**src/rtl/core/slw_pkg.sv**
```systemverilog
// Package for the single-wire datagram framer: op codes, status codes,
// the job record passed from the front end to the byte serializer, and the CRC8 step.
// Depends on nothing.
package slw_pkg;

  localparam logic [1:0] OP_WRITE = 2'd0;
  localparam logic [1:0] OP_READ  = 2'd1;
  localparam logic [1:0] OP_RX    = 2'd2;

  localparam logic [1:0] ST_OK       = 2'd0;
  localparam logic [1:0] ST_CRC_ERR  = 2'd1;
  localparam logic [1:0] ST_DATA_ERR = 2'd2;

  localparam logic [7:0] SYNC_BYTE  = 8'h05;
  localparam logic [7:0] CRC_POLY   = 8'h07;
  localparam logic [7:0] RX_ACK     = 8'hFF;
  localparam logic [7:0] WRITE_FLAG = 8'h80;

  localparam int QUEUE_DEPTH = 2;
  localparam int QPTR_W      = 1;
  localparam int QCNT_W      = 2;

  typedef enum logic [1:0] {
    JOB_WRITE,
    JOB_READ,
    JOB_REPLY
  } job_kind_t;

  typedef struct packed {
    job_kind_t   kind;
    logic [7:0]  node;
    logic [6:0]  reg_addr;
    logic [31:0] value;
    logic [1:0]  status;
  } slw_job_t;

  // Queue handshake between the front end and the serializer.
  typedef struct packed {
    logic     valid;
    slw_job_t job;
  } slw_push_t;

  // One byte through the CRC, least significant data bit first.
  function automatic logic [7:0] crc_feed(input logic [7:0] crc_in, input logic [7:0] data);
    logic [7:0] c;
    c = crc_in;
    for (int k = 0; k < 8; k++) begin
      if (c[7] ^ data[k]) begin
        c = {c[6:0], 1'b0} ^ CRC_POLY;
      end else begin
        c = {c[6:0], 1'b0};
      end
    end
    return c;
  endfunction

endpackage

```
**src/rtl/core/slw_front.sv**
```systemverilog
// Front end of the framer: accepts items, collects reply bytes, and turns
// requests and finished replies into jobs. Depends on slw_pkg.
module slw_front
  import slw_pkg::*;
(
  input  logic        clk,
  input  logic        rst_n,
  input  logic        cfg_wr_en,
  input  logic [7:0]  cfg_wr_data,
  input  logic        accept,
  input  logic [1:0]  op,
  input  logic [6:0]  reg_addr,
  input  logic [31:0] write_value,
  input  logic [7:0]  rx_byte,
  output slw_push_t   push
);

  logic [7:0]  node_address_r;
  logic [2:0]  rx_count_r, rx_count_nxt;
  logic [7:0]  rx_crc_r, rx_crc_nxt;
  logic        rx_mismatch_r, rx_mismatch_nxt;
  logic [31:0] rx_data_r, rx_data_nxt;
  logic [6:0]  exp_reg_r, exp_reg_nxt;

  always_comb begin
    rx_count_nxt    = rx_count_r;
    rx_crc_nxt      = rx_crc_r;
    rx_mismatch_nxt = rx_mismatch_r;
    rx_data_nxt     = rx_data_r;
    exp_reg_nxt     = exp_reg_r;
    push.valid         = 1'b0;
    push.job.kind      = JOB_WRITE;
    push.job.node      = node_address_r;
    push.job.reg_addr  = reg_addr;
    push.job.value     = write_value;
    push.job.status    = ST_OK;
    if (accept) begin
      unique case (op)
        OP_WRITE: begin
          push.valid = 1'b1;
        end
        OP_READ: begin
          push.valid      = 1'b1;
          push.job.kind   = JOB_READ;
          exp_reg_nxt     = reg_addr;
          rx_count_nxt    = '0;
          rx_crc_nxt      = '0;
          rx_mismatch_nxt = 1'b0;
          rx_data_nxt     = '0;
        end
        OP_RX: begin
          if (rx_count_r != 3'd7) begin
            rx_crc_nxt   = crc_feed(rx_crc_r, rx_byte);
            rx_count_nxt = rx_count_r + 3'd1;
            if (rx_count_r == 3'd1 && rx_byte != RX_ACK) rx_mismatch_nxt = 1'b1;
            if (rx_count_r == 3'd2 && rx_byte != {1'b0, exp_reg_r}) rx_mismatch_nxt = 1'b1;
            if (rx_count_r >= 3'd3) rx_data_nxt = {rx_data_r[23:0], rx_byte};
          end else begin
            // Eighth byte is the CRC; a CRC fault outranks a data fault.
            push.valid    = 1'b1;
            push.job.kind = JOB_REPLY;
            if (rx_crc_r != rx_byte) begin
              push.job.value  = '0;
              push.job.status = ST_CRC_ERR;
            end else if (rx_mismatch_r) begin
              push.job.value  = '0;
              push.job.status = ST_DATA_ERR;
            end else begin
              push.job.value  = rx_data_r;
              push.job.status = ST_OK;
            end
            rx_count_nxt    = '0;
            rx_crc_nxt      = '0;
            rx_mismatch_nxt = 1'b0;
            rx_data_nxt     = '0;
          end
        end
        default: begin
        end
      endcase
    end
  end

  always_ff @(posedge clk) begin
    if (!rst_n) begin
      node_address_r <= '0;
      rx_count_r     <= '0;
      rx_crc_r       <= '0;
      rx_mismatch_r  <= 1'b0;
      rx_data_r      <= '0;
      exp_reg_r      <= '0;
    end else begin
      if (cfg_wr_en) node_address_r <= cfg_wr_data;
      rx_count_r    <= rx_count_nxt;
      rx_crc_r      <= rx_crc_nxt;
      rx_mismatch_r <= rx_mismatch_nxt;
      rx_data_r     <= rx_data_nxt;
      exp_reg_r     <= exp_reg_nxt;
    end
  end

endmodule

```
**src/rtl/core/slw_queue.sv**
```systemverilog
// Short job queue between the front end and the serializer.
// Depends on slw_pkg.
module slw_queue
  import slw_pkg::*;
(
  input  logic      clk,
  input  logic      rst_n,
  input  slw_push_t push,
  input  logic      pop,
  output logic      full,
  output logic      head_valid,
  output slw_job_t  head
);

  slw_job_t           mem_r [QUEUE_DEPTH];
  logic [QPTR_W-1:0]  wr_ptr_r, rd_ptr_r;
  logic [QCNT_W-1:0]  count_r;
  logic               do_pop;

  assign full       = (count_r == QCNT_W'(QUEUE_DEPTH));
  assign head_valid = (count_r != '0);
  assign head       = mem_r[rd_ptr_r];
  assign do_pop     = pop && head_valid;

  always_ff @(posedge clk) begin
    if (push.valid) mem_r[wr_ptr_r] <= push.job;
  end

  always_ff @(posedge clk) begin
    if (!rst_n) begin
      wr_ptr_r <= '0;
      rd_ptr_r <= '0;
      count_r  <= '0;
    end else begin
      if (push.valid) begin
        wr_ptr_r <= (wr_ptr_r == QPTR_W'(QUEUE_DEPTH - 1)) ? '0 : wr_ptr_r + 1'b1;
      end
      if (do_pop) begin
        rd_ptr_r <= (rd_ptr_r == QPTR_W'(QUEUE_DEPTH - 1)) ? '0 : rd_ptr_r + 1'b1;
      end
      if (push.valid && !do_pop) begin
        count_r <= count_r + 1'b1;
      end else if (!push.valid && do_pop) begin
        count_r <= count_r - 1'b1;
      end
    end
  end

endmodule

```
**src/rtl/core/slw_back.sv**
```systemverilog
// Serializer: takes one job at a time from the queue and emits its
// datagram bytes or its reply result through an output register. Depends on slw_pkg.
module slw_back
  import slw_pkg::*;
(
  input  logic        clk,
  input  logic        rst_n,
  input  logic        head_valid,
  input  slw_job_t    head,
  output logic        pop,
  output logic        out_valid,
  input  logic        out_stall,
  output logic [7:0]  out_tx_byte,
  output logic        out_tx_last,
  output logic        out_reply_valid,
  output logic [31:0] out_read_value,
  output logic [1:0]  out_reply_status
);

  logic        busy_r;
  slw_job_t    job_r;
  logic [2:0]  idx_r;
  logic [7:0]  crc_r;
  logic        out_valid_r;
  logic [7:0]  tx_byte_r;
  logic        tx_last_r;
  logic        reply_valid_r;
  logic [31:0] read_value_r;
  logic [1:0]  status_r;

  logic        out_adv;
  logic [2:0]  last_idx;
  logic        is_last;
  logic [7:0]  body_byte;
  logic [7:0]  cur_byte;

  assign out_adv  = !out_valid_r || !out_stall;
  assign pop      = !busy_r && head_valid;
  assign last_idx = (job_r.kind == JOB_WRITE) ? 3'd7 : 3'd3;
  assign is_last  = (idx_r == last_idx);

  always_comb begin
    unique case (idx_r)
      3'd0:    body_byte = SYNC_BYTE;
      3'd1:    body_byte = job_r.node;
      3'd2:    body_byte = (job_r.kind == JOB_WRITE) ? (WRITE_FLAG | {1'b0, job_r.reg_addr})
                                                     : {1'b0, job_r.reg_addr};
      3'd3:    body_byte = job_r.value[31:24];
      3'd4:    body_byte = job_r.value[23:16];
      3'd5:    body_byte = job_r.value[15:8];
      3'd6:    body_byte = job_r.value[7:0];
      default: body_byte = '0;
    endcase
    cur_byte = is_last ? crc_r : body_byte;
  end

  always_ff @(posedge clk) begin
    if (pop) job_r <= head;
    if (busy_r && out_adv) begin
      if (job_r.kind == JOB_REPLY) begin
        tx_byte_r     <= '0;
        tx_last_r     <= 1'b0;
        reply_valid_r <= 1'b1;
        read_value_r  <= job_r.value;
        status_r      <= job_r.status;
      end else begin
        tx_byte_r     <= cur_byte;
        tx_last_r     <= is_last;
        reply_valid_r <= 1'b0;
        read_value_r  <= '0;
        status_r      <= ST_OK;
      end
    end
  end

  always_ff @(posedge clk) begin
    if (!rst_n) begin
      busy_r      <= 1'b0;
      idx_r       <= '0;
      crc_r       <= '0;
      out_valid_r <= 1'b0;
    end else begin
      if (pop) begin
        busy_r <= 1'b1;
        idx_r  <= '0;
        crc_r  <= '0;
      end
      if (out_adv) begin
        out_valid_r <= busy_r;
        if (busy_r) begin
          if (job_r.kind == JOB_REPLY || is_last) begin
            busy_r <= 1'b0;
            idx_r  <= '0;
            crc_r  <= '0;
          end else begin
            idx_r <= idx_r + 3'd1;
            crc_r <= crc_feed(crc_r, cur_byte);
          end
        end
      end
    end
  end

  assign out_valid        = out_valid_r;
  assign out_tx_byte      = tx_byte_r;
  assign out_tx_last      = tx_last_r;
  assign out_reply_valid  = reply_valid_r;
  assign out_read_value   = read_value_r;
  assign out_reply_status = status_r;

endmodule

```
**src/rtl/core/single_wire_datagram_framer.sv**
```systemverilog
// Top level of the single-wire register-access datagram framer.
// Depends on slw_pkg, slw_front, slw_queue and slw_back.
//
// This block frames register requests for a single-wire UART driver link and
// checks the replies. A write request (op 0) yields eight transfers on the
// result channel: sync 0x05, the node address from cfg_wr_data, the register
// with bit 7 set, the 32-bit value most significant byte first, and a CRC8
// flagged with out_tx_last. A read request (op 1) yields four transfers (sync,
// node, register, CRC), remembers the register and restarts reply collection.
// Received reply bytes (op 2) are absorbed one per transfer; the eighth gives a
// single transfer with out_reply_valid set, the big-endian value and a status:
// CRC error first, then data error when byte 1 is not 0xFF or byte 2 is not
// the remembered register, otherwise ok. The CRC uses polynomial 0x07 from zero
// with data bits taken least significant first. Op 3 is dropped. The front end
// takes one item per cycle while its two-entry job queue has room, so input
// items flow back to back; once the queue is full every item waits, reply
// bytes that produce nothing included. The serializer sends one byte per cycle
// while out_stall is low and loads each job from the queue before its first
// output, taking no new job until the last one is sent; that serializer sets
// the sustained request rate. The user must write the node address register
// only while the block is idle; the block itself does not enforce this.
module single_wire_datagram_framer
  import slw_pkg::*;
(
  input  logic        clk,
  input  logic        rst_n,
  input  logic        cfg_wr_en,
  input  logic [7:0]  cfg_wr_data,
  input  logic        in_valid,
  output logic        in_stall,
  input  logic [1:0]  in_op,
  input  logic [6:0]  in_reg_addr,
  input  logic [31:0] in_write_value,
  input  logic [7:0]  in_rx_byte,
  output logic        out_valid,
  input  logic        out_stall,
  output logic [7:0]  out_tx_byte,
  output logic        out_tx_last,
  output logic        out_reply_valid,
  output logic [31:0] out_read_value,
  output logic [1:0]  out_reply_status
);

  slw_push_t push;
  logic      q_full;
  logic      q_head_valid;
  slw_job_t  q_head;
  logic      q_pop;
  logic      in_accept;

  // The stall only reflects queue occupancy, so it never waits on in_valid.
  assign in_stall  = q_full;
  assign in_accept = in_valid && !in_stall;

  slw_front u_front (
    .clk         (clk),
    .rst_n       (rst_n),
    .cfg_wr_en   (cfg_wr_en),
    .cfg_wr_data (cfg_wr_data),
    .accept      (in_accept),
    .op          (in_op),
    .reg_addr    (in_reg_addr),
    .write_value (in_write_value),
    .rx_byte     (in_rx_byte),
    .push        (push)
  );

  slw_queue u_queue (
    .clk        (clk),
    .rst_n      (rst_n),
    .push       (push),
    .pop        (q_pop),
    .full       (q_full),
    .head_valid (q_head_valid),
    .head       (q_head)
  );

  slw_back u_back (
    .clk              (clk),
    .rst_n            (rst_n),
    .head_valid       (q_head_valid),
    .head             (q_head),
    .pop              (q_pop),
    .out_valid        (out_valid),
    .out_stall        (out_stall),
    .out_tx_byte      (out_tx_byte),
    .out_tx_last      (out_tx_last),
    .out_reply_valid  (out_reply_valid),
    .out_read_value   (out_read_value),
    .out_reply_status (out_reply_status)
  );

endmodule

```
**config.mk**
```make
export PLATFORM = sky130hd
export DESIGN_NAME = single_wire_datagram_framer
export DESIGN_NICKNAME = d
export VERILOG_FILES = /design/src/rtl/core/slw_pkg.sv /design/src/rtl/core/slw_front.sv /design/src/rtl/core/slw_queue.sv /design/src/rtl/core/slw_back.sv /design/src/rtl/core/single_wire_datagram_framer.sv
export SDC_FILE = /design/constraint.sdc
export NUM_CORES = 1
export LEC_CHECK = 0
export ABC_AREA = 1
export BUFFER_PORTS_ARGS = -buffer_cell sky130_fd_sc_hd__buf_4
export CAP_MARGIN = 25
export CORE_AREA = 10 10 160 162
export CTS_BUF_LIST = sky130_fd_sc_hd__clkbuf_8
export CTS_CLUSTER_DIAMETER = 150
export DETAILED_ROUTE_END_ITERATION = 8
export DIE_AREA = 0 0 170 172
export GPL_TIMING_DRIVEN = 0
export PLACE_DENSITY_LB_ADDON = 0.3
export SLEW_MARGIN = 5
export SYNTH_ARGS = -nofsm -noshare
export SYNTH_HDL_FRONTEND = slang
export SYNTH_HIERARCHICAL = 1
export SYNTH_SLANG_ARGS = --single-unit
```
**constraint.sdc**
```tcl
create_clock -name clk -period 4.1 [get_ports clk]
set_input_delay 0.615 -clock clk [delete_from_list [all_inputs] [get_ports clk]]
set_output_delay 0.615 -clock clk [all_outputs]
set_load 0.005 [all_outputs]
```
# After elaboration in Yosys (flattened, before gate mapping)
# Memories as Yosys holds them, arrays and structs flattened. A register that Yosys moved wholly into a read port is not among the register bits.
# Index checks and enable logic that the tools add are counted.
word_totals:
  inputBits: 62
  out_inout_bits: 46
  register_bits: 120
  n_memories: 1
  ramBits: 102
  word_cells: 212
classes:
  muxes: 108
  order_cmp: 1
  addsub: 6
  n_eq_ne: 19
  reduce_logical: 27
  bitwise: 32
memory_table:
  columns: ["name", "depth", "width", "rd", "rd_ports_with_merged_regs", "wr", "line", "source"]
  rows:
  - ["u_queue.mem_r", 2, 51, 1, 1, 1, "slw_queue.sv:15", "slw_job_t mem_r [QUEUE_DEPTH];"]
ops:
  columns: ["op", "n"]
  rows:
  - ["$mux 8", 56]
  - ["$mux 34", 5]
  - ["$mux 3", 24]
  - ["$mux 32", 2]
  - ["$pmux 32 s2", 1]
  - ["$pmux 8 s7", 1]
  - ["$not 3->3", 16]
  - ["$pmux 8 s2", 1]
  - ["$xor 1x1->1", 16]
  - ["$mux 1", 12]
  - ["$eq 3x2->1 const B", 3]
  - ["$eq 3x3->1 const B", 3]
  - ["$logic_and 1x1->1", 8]
  - ["$ne 8x7->1", 1]
  - ["$ne 8x8->1", 1]
  - ["$ne 8x8->1 const B", 1]
  - ["$add 3x1->3 const B", 2]
  - ["$eq 2x2->1 const B", 3]
  - ["$eq 3x1->1 const B", 2]
  - ["$logic_not 1->1", 6]
  - ["$ne 3x3->1 const B", 2]
  - ["$pmux 3 s2", 1]
  - ["$reduce_and 3->1", 2]
  - ["$reduce_bool 2->1", 3]
  - ["15 further kinds", 21]

# Logic depth before layout (Yosys ltp)
# Gate-level depths: netlist of run 1.
depth:
  depth_word: 51
  depth_mapped: 18
  depth_no_buf: 17

# Cells and area by module
# Netlist of run 1, hierarchy kept.
by_module_without_submodules:
  columns: ["mod", "seq_area_each_um2", "area_per_inst_um2", "cells_per_inst", "instances"]
  rows:
  - ["slw_back", 3113.0, 4638.2, 452, 1]
  - ["slw_queue", 3163.0, 4171.5, 195, 1]
  - ["slw_front", 1181.1, 3545.9, 528, 1]
  - ["single_wire_datagram_framer", 0.0, 10.0, 2, 1]

# Least setup slack after synthesis of run 1
# OpenSTA, ideal clock, no wires.
synth_path:
  kind: "in2reg"
  start: "in in_op[0]"
  end: "mem u_queue/mem_r[0][0] (netlist bit) (enable)"
  path_buffers: 0
  path_stages: 6
  t_arrival_ps: 3550
  setup_ps: 460
  slack_ps: 90
  required_ps: 3640
  cell_sequence: "inv_1 -> ha_1 -> nand2_1 -> a211oi_1 -> inv_1 -> nor2_1"
synth_rtl:
  columns: ["item", "line", "source"]
  rows:
  - ["start, declared", "single_wire_datagram_framer.sv:31", "input logic [1:0] in_op,"]
  - ["end, declared", "slw_queue.sv:15", null]

==> metrics.md, run 1 <==
| Metric | Value |
|---|---|
| Number of diodes | `0` |
| Post-Syn Area per Cell | `~11 µm²` |
| Largest net degree at the start of global routing | `38` |
| Count of cell types in the netlist | `38` |
| Detailed Routing Iterations Pass 1 | `5` |
| FF+latch count, synth | `between 200 and 300` |
| Die height | `~170 µm` |
| Synth Flop Type | `edfxtp_1` |
| Synth Instances | `1177` |
| Vias in the first global route | `a little over 8000` |
| IO buf count | `about 110` |
| Post-DP HPWL | `about 20000 µm` |
| Hold Startpoint | `cfg_wr_data[1]` |
| Drt total wl | `26500 µm` |
| Drt drc | `0` |
| Layout area overhead | `17.2%` |
| Yosys top cell by area | `edfxtp_1` |
| Final instance area | `~14000 µm²` |
| Synth area leaders | `edfxtp_1 (48%), dfxtp_1 (12%), nand2_1 (7.1%)` |
| Signal arrival time at the worst endpoint | `3030 ps` |
| Peak supply drop | `approximately 0.32 mV` |
| Core area | `22400 µm²` |
| Crit share post-route | `67.9%` |
| GP Congestion | `approximately 0.9` |
| Synthesized area | `12400 µm²` |
| Pwr Total | `0.00715 W` |
| Worst-path clk slew | `60 ps` |
| Share of cells above drive strength 1 | `23.2%` |
| Resized Gates After CTS | `0` |
| Commonest cells post-synth | `nand2_1 (233), edfxtp_1 (197), inv_1 (140), nor2_1 (131), dfxtp_1 (77)` |
| Crit-path max FO | `19` |
| CP endpoint kind | `flop` |
| Maximum clock path buffer count | `3` |
| DP Area | `about 14000 µm²` |
| Synth async-reset ratio | `0%` |
| Per-cell routed wire length | `16.0 µm` |
| EDFF count, synth | `about 200` |
| Cts bufs inserted | `between 40 and 50` |
| TritonCTS clock tree | `yes` |
| Fin. max-slew vios | `0` |
| Via Count | `approximately 8400` |
| Pwr Density | `~490 nW/µm²` |
| Setup violators final | `0` |
| Seq/Total Area, Yosys | `approximately three fifths` |
| WS Path Type | `flop to flop` |
| Clk_lat worst skew | `~540 ps` |
| Nature of the critical path startpoint | `flop` |
| Routed vias/inst | `a little over 5` |
| Post-CTS Setup Inserts | `0` |
| Final-report hold violation count | `0` |
| First-pass GRT wire length | `roughly 42000 µm` |
| Lkg Pwr | `approximately 6.0 nW` |
| Worst setup path startpoint | `u_front/rx_count_r[1]` |
| Worst reg2reg startpoint | `u_front/rx_count_r[1]` |
| # hold bufs at CTS | `0` |
| Crit path time final | `between 2000 and 3000 ps` |
| Initial core utilization | `between 50% and 60%` |
| Max Fclk | `around 360 MHz` |
| # fillers | `1698` |
| Outcome | `completed` |
| Ports | `108` |
| Hold Worst Slack | `approximately 300 ps` |
| Rows | `55` |
| Clock Sinks | `around 270` |
| 1st-iter DRT viols | `roughly 520` |
| Root Driver | `clkbuf_8` |
| All-layer global routing usage | `18.0%` |
| Dpl cells | `roughly 1600` |
| Overflow after GRT | `0` |
| Die area | `29200 µm²` |
| Post-synth top area share | `a little under half` |
| Worst Hold Class | `input pin to flop` |
| Initial antenna violation count | `0` |
| Unrepaired setup endpoints after global routing | `no` |
| Yosys warnings | `6` |
| Count leader, synth | `nand2_1` |
| Syn Nets | `about 1300` |
| Non-filler cells in the finished layout | `approximately 1700` |
| Nets | `1412` |
| Antenna Violating Nets Remaining | `0` |
| Slew margin rel. | `roughly three fifths` |
| Max-cap viol count | `0` |
| Htree depth | `2` |
| Fin Clk Skew | `around 8.9 ps` |
| Measured slew at the worst slew-check pin | `around 570 ps` |
| CP required | `between 4000 and 5000 ps` |
| Die Span X | `170 µm` |
==> sequential cells by signal, summed over array words and instances (netlist names), 3 cells and up, named ones only <==
name / cells
u_queue/mem_r: 102
u_back/job_r: 51
u_back/out_read_value: 32
u_front/rx_data_r: 32
u_back/crc_r: 8
u_back/out_tx_byte: 8
u_front/node_address_r: 8
u_front/rx_crc_r: 8
u_front/exp_reg_r: 7
u_back/idx_r: 3
u_front/rx_count_r: 3
==> critical path, cell delays in order (launching register included) <==
cell and delay, ps:
dfxtp_1 380, ha_1 200, ha_1 230, nand2_1 90, a211oi_1 530, inv_1 160
nor2_4 470, buf_16 240, buf_16 170
==> kinds of logic after synthesis <==
family / synth area share [%]
compound gates: 7.60
mux: 6.16
buf+inv: 7.68
fa+ha+maj: 1.62
simple gates: 15.6
flops: 60.3
xor+xnor: 1.06
==> layer usage <==
metal,vias to the layer above,global-route usage [%],part of all wire [%]
li1,4229,-,-
met1,3896,22.6,44
met2,253,30.0,48
met3,43,4.13,6.2
met4,0,6.18,2.2
met5,-,0,0
==> power breakdown <==
part           switching [W]  internal (W)  total, W
clock network        0.00102       0.00118   0.00219
logic               0.000868      0.000574   0.00144
registers           0.000132       0.00338   0.00352
total                0.00202       0.00513   0.00715
==> per-stage QoR <==
| stage | TNS [ps] | util (%) | setup WS, ps |
|---|---|---|---|
| after floorplan | 0 | - | 90.3 |
| after global placement | -71600 | 60.4 | -1320 |
| after detailed placement | 0 | 61.0 | 1050 |
| after CTS | 0 | 64.8 | 1280 |
| after global routing | 0 | 64.8 | 1140 |
| final | 0 | 64.8 | 1320 |
==> worst paths after layout <==
path / cells past startpoint / endpoint / slack [ps]
worst min-delay path: 3 / u_front/node_address_r[1] / 300
worst max register to register: 8 / u_queue/mem_r[0][26] / 1320
worst min register to register: 0 / u_queue/mem_r[0][47] / 450
worst max-delay path: 8 / u_queue/mem_r[0][26] / 1320
==> final cells by class <==
type	count	area, µm²	share of cell area [%]
sequential	274	7460	51.5
multi-input combinational	700	3970	27.4
timing repair buffer	111	911	6.29
clock buffer	50	688	4.75
inverter	156	587	4.05
buffer	47	363	2.50
tap	285	357	2.46
clock inverter	31	155	1.07
==> cell usage in the layout, fill, tap and decap left out, types with 4 or more instances in the layout <==
master and count:
nand2_1 233, edfxtp_1 197, inv_1 153, nor2_1 129, buf_4 117, dfxtp_1 77, a21oi_1 63, nand3_1 59
clkbuf_8 50, mux2_4 50, o21ai_0 47, o21ai_2 30, ha_1 16, clkbuf_1 15, clkinv_1 14, inv_2 12
o21ai_1 12, xnor2_1 11, nand4_1 10, buf_2 9, buf_12 8, buf_6 7, o22ai_1 7, nand2_2 6
clkinv_2 5, nor2_4 4, nand3_2 4, xor2_1 4
No activity file was read; power rests on OpenSTA's default activity.
==> inputs of run 2 (changes only) <==
Settings changed: ABC_AREA 1 to 0, CORE_AREA 10 10 160 162 to 10 10 156 158, DIE_AREA 0 0 170 172 to 0 0 166 168.
Clock period 4.1 ns to 2.4 ns, I/O delays scaled along.
==> metrics.md, run 2 <==
| Metric | Value |
|---|---|
| Setup violators final | `9` |
| Core area | `21400 µm²` |
| Lkg Pwr | `about 5.3 nW` |
| Nature of the critical path startpoint | `flop` |
| Seq/Total Area, Yosys | `between 60% and 70%` |
| R2r worst-path depth | `11` |
| R2R setup slack | `-470 ps` |
| Synth async-reset ratio | `0%` |
| Pwr Density | `around 910 nW/µm²` |
| Synth Instances | `around 850` |
| Initial antenna violation count | `0` |
| Vias in the first global route | `7744` |
| Maximum clock path buffer count | `3` |
| # hold bufs at CTS | `0` |
| Slew margin rel. | `between 40% and 50%` |
| Fin Clk Skew | `~16 ps` |
| Synth Flop Type | `edfxtp_1` |
| CP endpoint kind | `flop` |
| Dpl cells | `between 1000 and 1500` |
| Drt drc | `0` |
| Largest register FFs | `approximately 100` |
| Syn Nets | `932` |
| Nets | `about 1100` |
| Measured slew at the worst slew-check pin | `between 700 and 800 ps` |
| Synth area leaders | `edfxtp_1 (51%), dfxtp_1 (13%), mux2_2 (5.6%)` |
| Fin. max-slew vios | `0` |
| Worst reg2reg startpoint | `u_back/idx_r[0]` |
| TritonCTS clock tree | `yes` |
| Non-filler cells in the finished layout | `approximately 1400` |
| Drt total wl | `27600 µm` |
| Via Count | `roughly 7600` |
| Die area | `about 28000 µm²` |
| FF+latch count, synth | `274` |
| Share of cells above drive strength 1 | `a little under a third` |
| Htree depth | `2` |
| Final setup TNS | `-2090 ps` |
| Die height | `about 170 µm` |
| Peak supply drop | `about 0.52 mV` |
| Number of diodes | `0` |
| Worst R2R End | `u_back/crc_r[6]` |
| GP Congestion | `~0.96` |
| Rows | `54` |
| Count leader, synth | `edfxtp_1` |
| Yosys top cell by area | `edfxtp_1` |
| Detailed Routing Iterations Pass 1 | `5` |
| DP Area | `approximately 13000 µm²` |
| 1st-iter DRT viols | `about 500` |
| Commonest cells post-synth | `edfxtp_1 (197), dfxtp_1 (77), mux2_2 (58), nand2_1 (52), and2_1 (44)` |
| First-pass GRT wire length | `between 40000 and 50000 µm` |
| Routed vias/inst | `around 5.6` |
| IO buf count | `between 100 and 150` |
| Cts bufs inserted | `45` |
| Commonest non-fill, non-tap cells in the layout | `edfxtp_1 (197), buf_4 (137), dfxtp_1 (73), mux2_2 (58), nand2_1 (52)` |
| Max-cap viol count | `0` |
| Signal arrival time at the worst endpoint | `3300 ps` |
| Crit-path max FO | `5` |
| # fillers | `1491` |
| Pwr Total | `about 0.013 W` |
| Largest net degree at the start of global routing | `34` |
| Overflow after GRT | `0` |
| Max Fclk | `about 350 MHz` |
| Root Driver | `clkbuf_8` |
| Final instance area | `between 10000 and 15000 µm²` |
| Synthesized area | `approximately 12000 µm²` |
| Worst hold path depth | `3` |
| Initial core utilization | `54.4%` |
| Worst-path clk slew | `about 60 ps` |
| Count of cell types in the netlist | `63` |
| EDFF count, synth | `about 200` |
| Crit path time final | `around 2900 ps` |
| Final worst slack | `-472 ps` |
| Crit share post-route | `120%` |
| Antenna Violating Nets Remaining | `0` |
| Worst Hold Class | `input pin to flop` |
| Post-DP HPWL | `about 19000 µm` |
| WS Path Type | `flop to flop` |
| Yosys warnings | `6` |
| Clock Sinks | `274` |
| Largest reg by FF count | `u_queue/mem_r` |
| Unrepaired setup endpoints after global routing | `yes` |
| Die Span X | `about 170 µm` |
| Per-cell routed wire length | `roughly 20 µm` |
| Worst Hold Endpoint | `u_front/node_address_r[2]` |
| Clk_lat worst skew | `550 ps` |
| Hold Startpoint | `cfg_wr_data[2]` |
| Outcome | `finished, violations left` |
| Post-synth top area share | `around half` |
| Ports | `around 110` |
| Layout area overhead | `22.8%` |
| Biggest regs | `u_queue/mem_r: 102 flops, u_back/job_r: 51 flops` |
| Final-report hold violation count | `0` |
| Commonest non-fill, non-tap cell in the layout | `edfxtp_1` |
| All-layer global routing usage | `about a fifth` |
| CP required | `2830 ps` |
| Post-Syn Area per Cell | `~14 µm²` |
| Hold Worst Slack | `approximately 84 ps` |
| Failing checks | `negative setup slack` |
## run 2: power by group
group	internal, W	switching [W]
Clock	0.00179	0.00177
Combinational	0.00152	0.00159
Sequential	0.00595	0.000415
Total	0.00927	0.00377
## run 2: critical path, stage by stage, from the launching register on
cell and delay (ps):
dfxtp_4 390, inv_4 50, ha_4 160, buf_8 120, a222oi_1 580, nor2_1 170, a221oi_2 370, o31ai_4 120
xnor3_2 300, xnor2_2 200, o21bai_1 80, a22o_1 200
## run 2: cell families after synthesis
family / share of synthesized area (%)
AO/OA/AOI/OAI: 9.29
multiplexers: 6.62
buffers and inverters: 2.91
flip-flops: 64.0
AND/OR/NAND/NOR: 10.5
adder cells (fa/ha/maj): 1.72
XOR/XNOR: 4.91
## run 2: cell type report
cell class | count | area, µm² | area share, %
Clock buffer | 46 | 633 | 4.43
Timing Repair Buffer | 138 | 1120 | 7.85
Inverter | 12 | 47.5 | 0.333
Multi-Input combinational cell | 513 | 4170 | 29.2
Sequential cell | 274 | 7470 | 52.2
Buffer | 56 | 345 | 2.42
Clock inverter | 36 | 158 | 1.10
Tap cell | 280 | 350 | 2.45
## run 2: through the flow
| stage | setup WS, ps | utilization, % |
|---|---|---|
| after floorplan | -215 | - |
| after global placement | -596 | 60.0 |
| after detailed placement | -645 | 60.4 |
| after CTS | -267 | 65.8 |
| after global routing | -522 | 66.8 |
| final | -472 | 66.8 |
## run 2: metal layers
metal / routed length, µm / GRT usage [%] / vias to the layer above
li1: - / - / 3535
met1: 11400 / 23.2 / 3654
met2: 13300 / 31.1 / 305
met3: 1760 / 3.93 / 77
met4: 1070 / 9.01 / 0
met5: 0 / 0 / -
## run 2: how the worst max path moves through the flow
stage / depth (start not counted) / slack [ps] / startpoint / to
2_1_floorplan: 12 / -210 / u_back/idx_r[2] / u_back/crc_r[2]
3_3_place_gp: 7 / -600 / in_op[1] / u_queue/mem_r[0][8]
3_5_place_dp: 11 / -640 / u_back/idx_r[0] / u_back/crc_r[2]
4_1_cts: 11 / -270 / u_back/idx_r[1] / u_back/crc_r[6]
5_1_grt: 11 / -520 / u_back/idx_r[0] / u_back/crc_r[6]
6_report: 11 / -470 / u_back/idx_r[0] / u_back/crc_r[6]
## run 2: timing repair
| item | in CTS | in global routing |
|---|---|---|
| pin swaps | 13 | 14 |
| endpoints found under the setup margin | 81 | 84 |
| setup buffers | 21 | 10 |
| gates cloned | 2 | 2 |
| endpoints found under the hold margin | 0 | 0 |
| resized for setup | 50 | 23 |
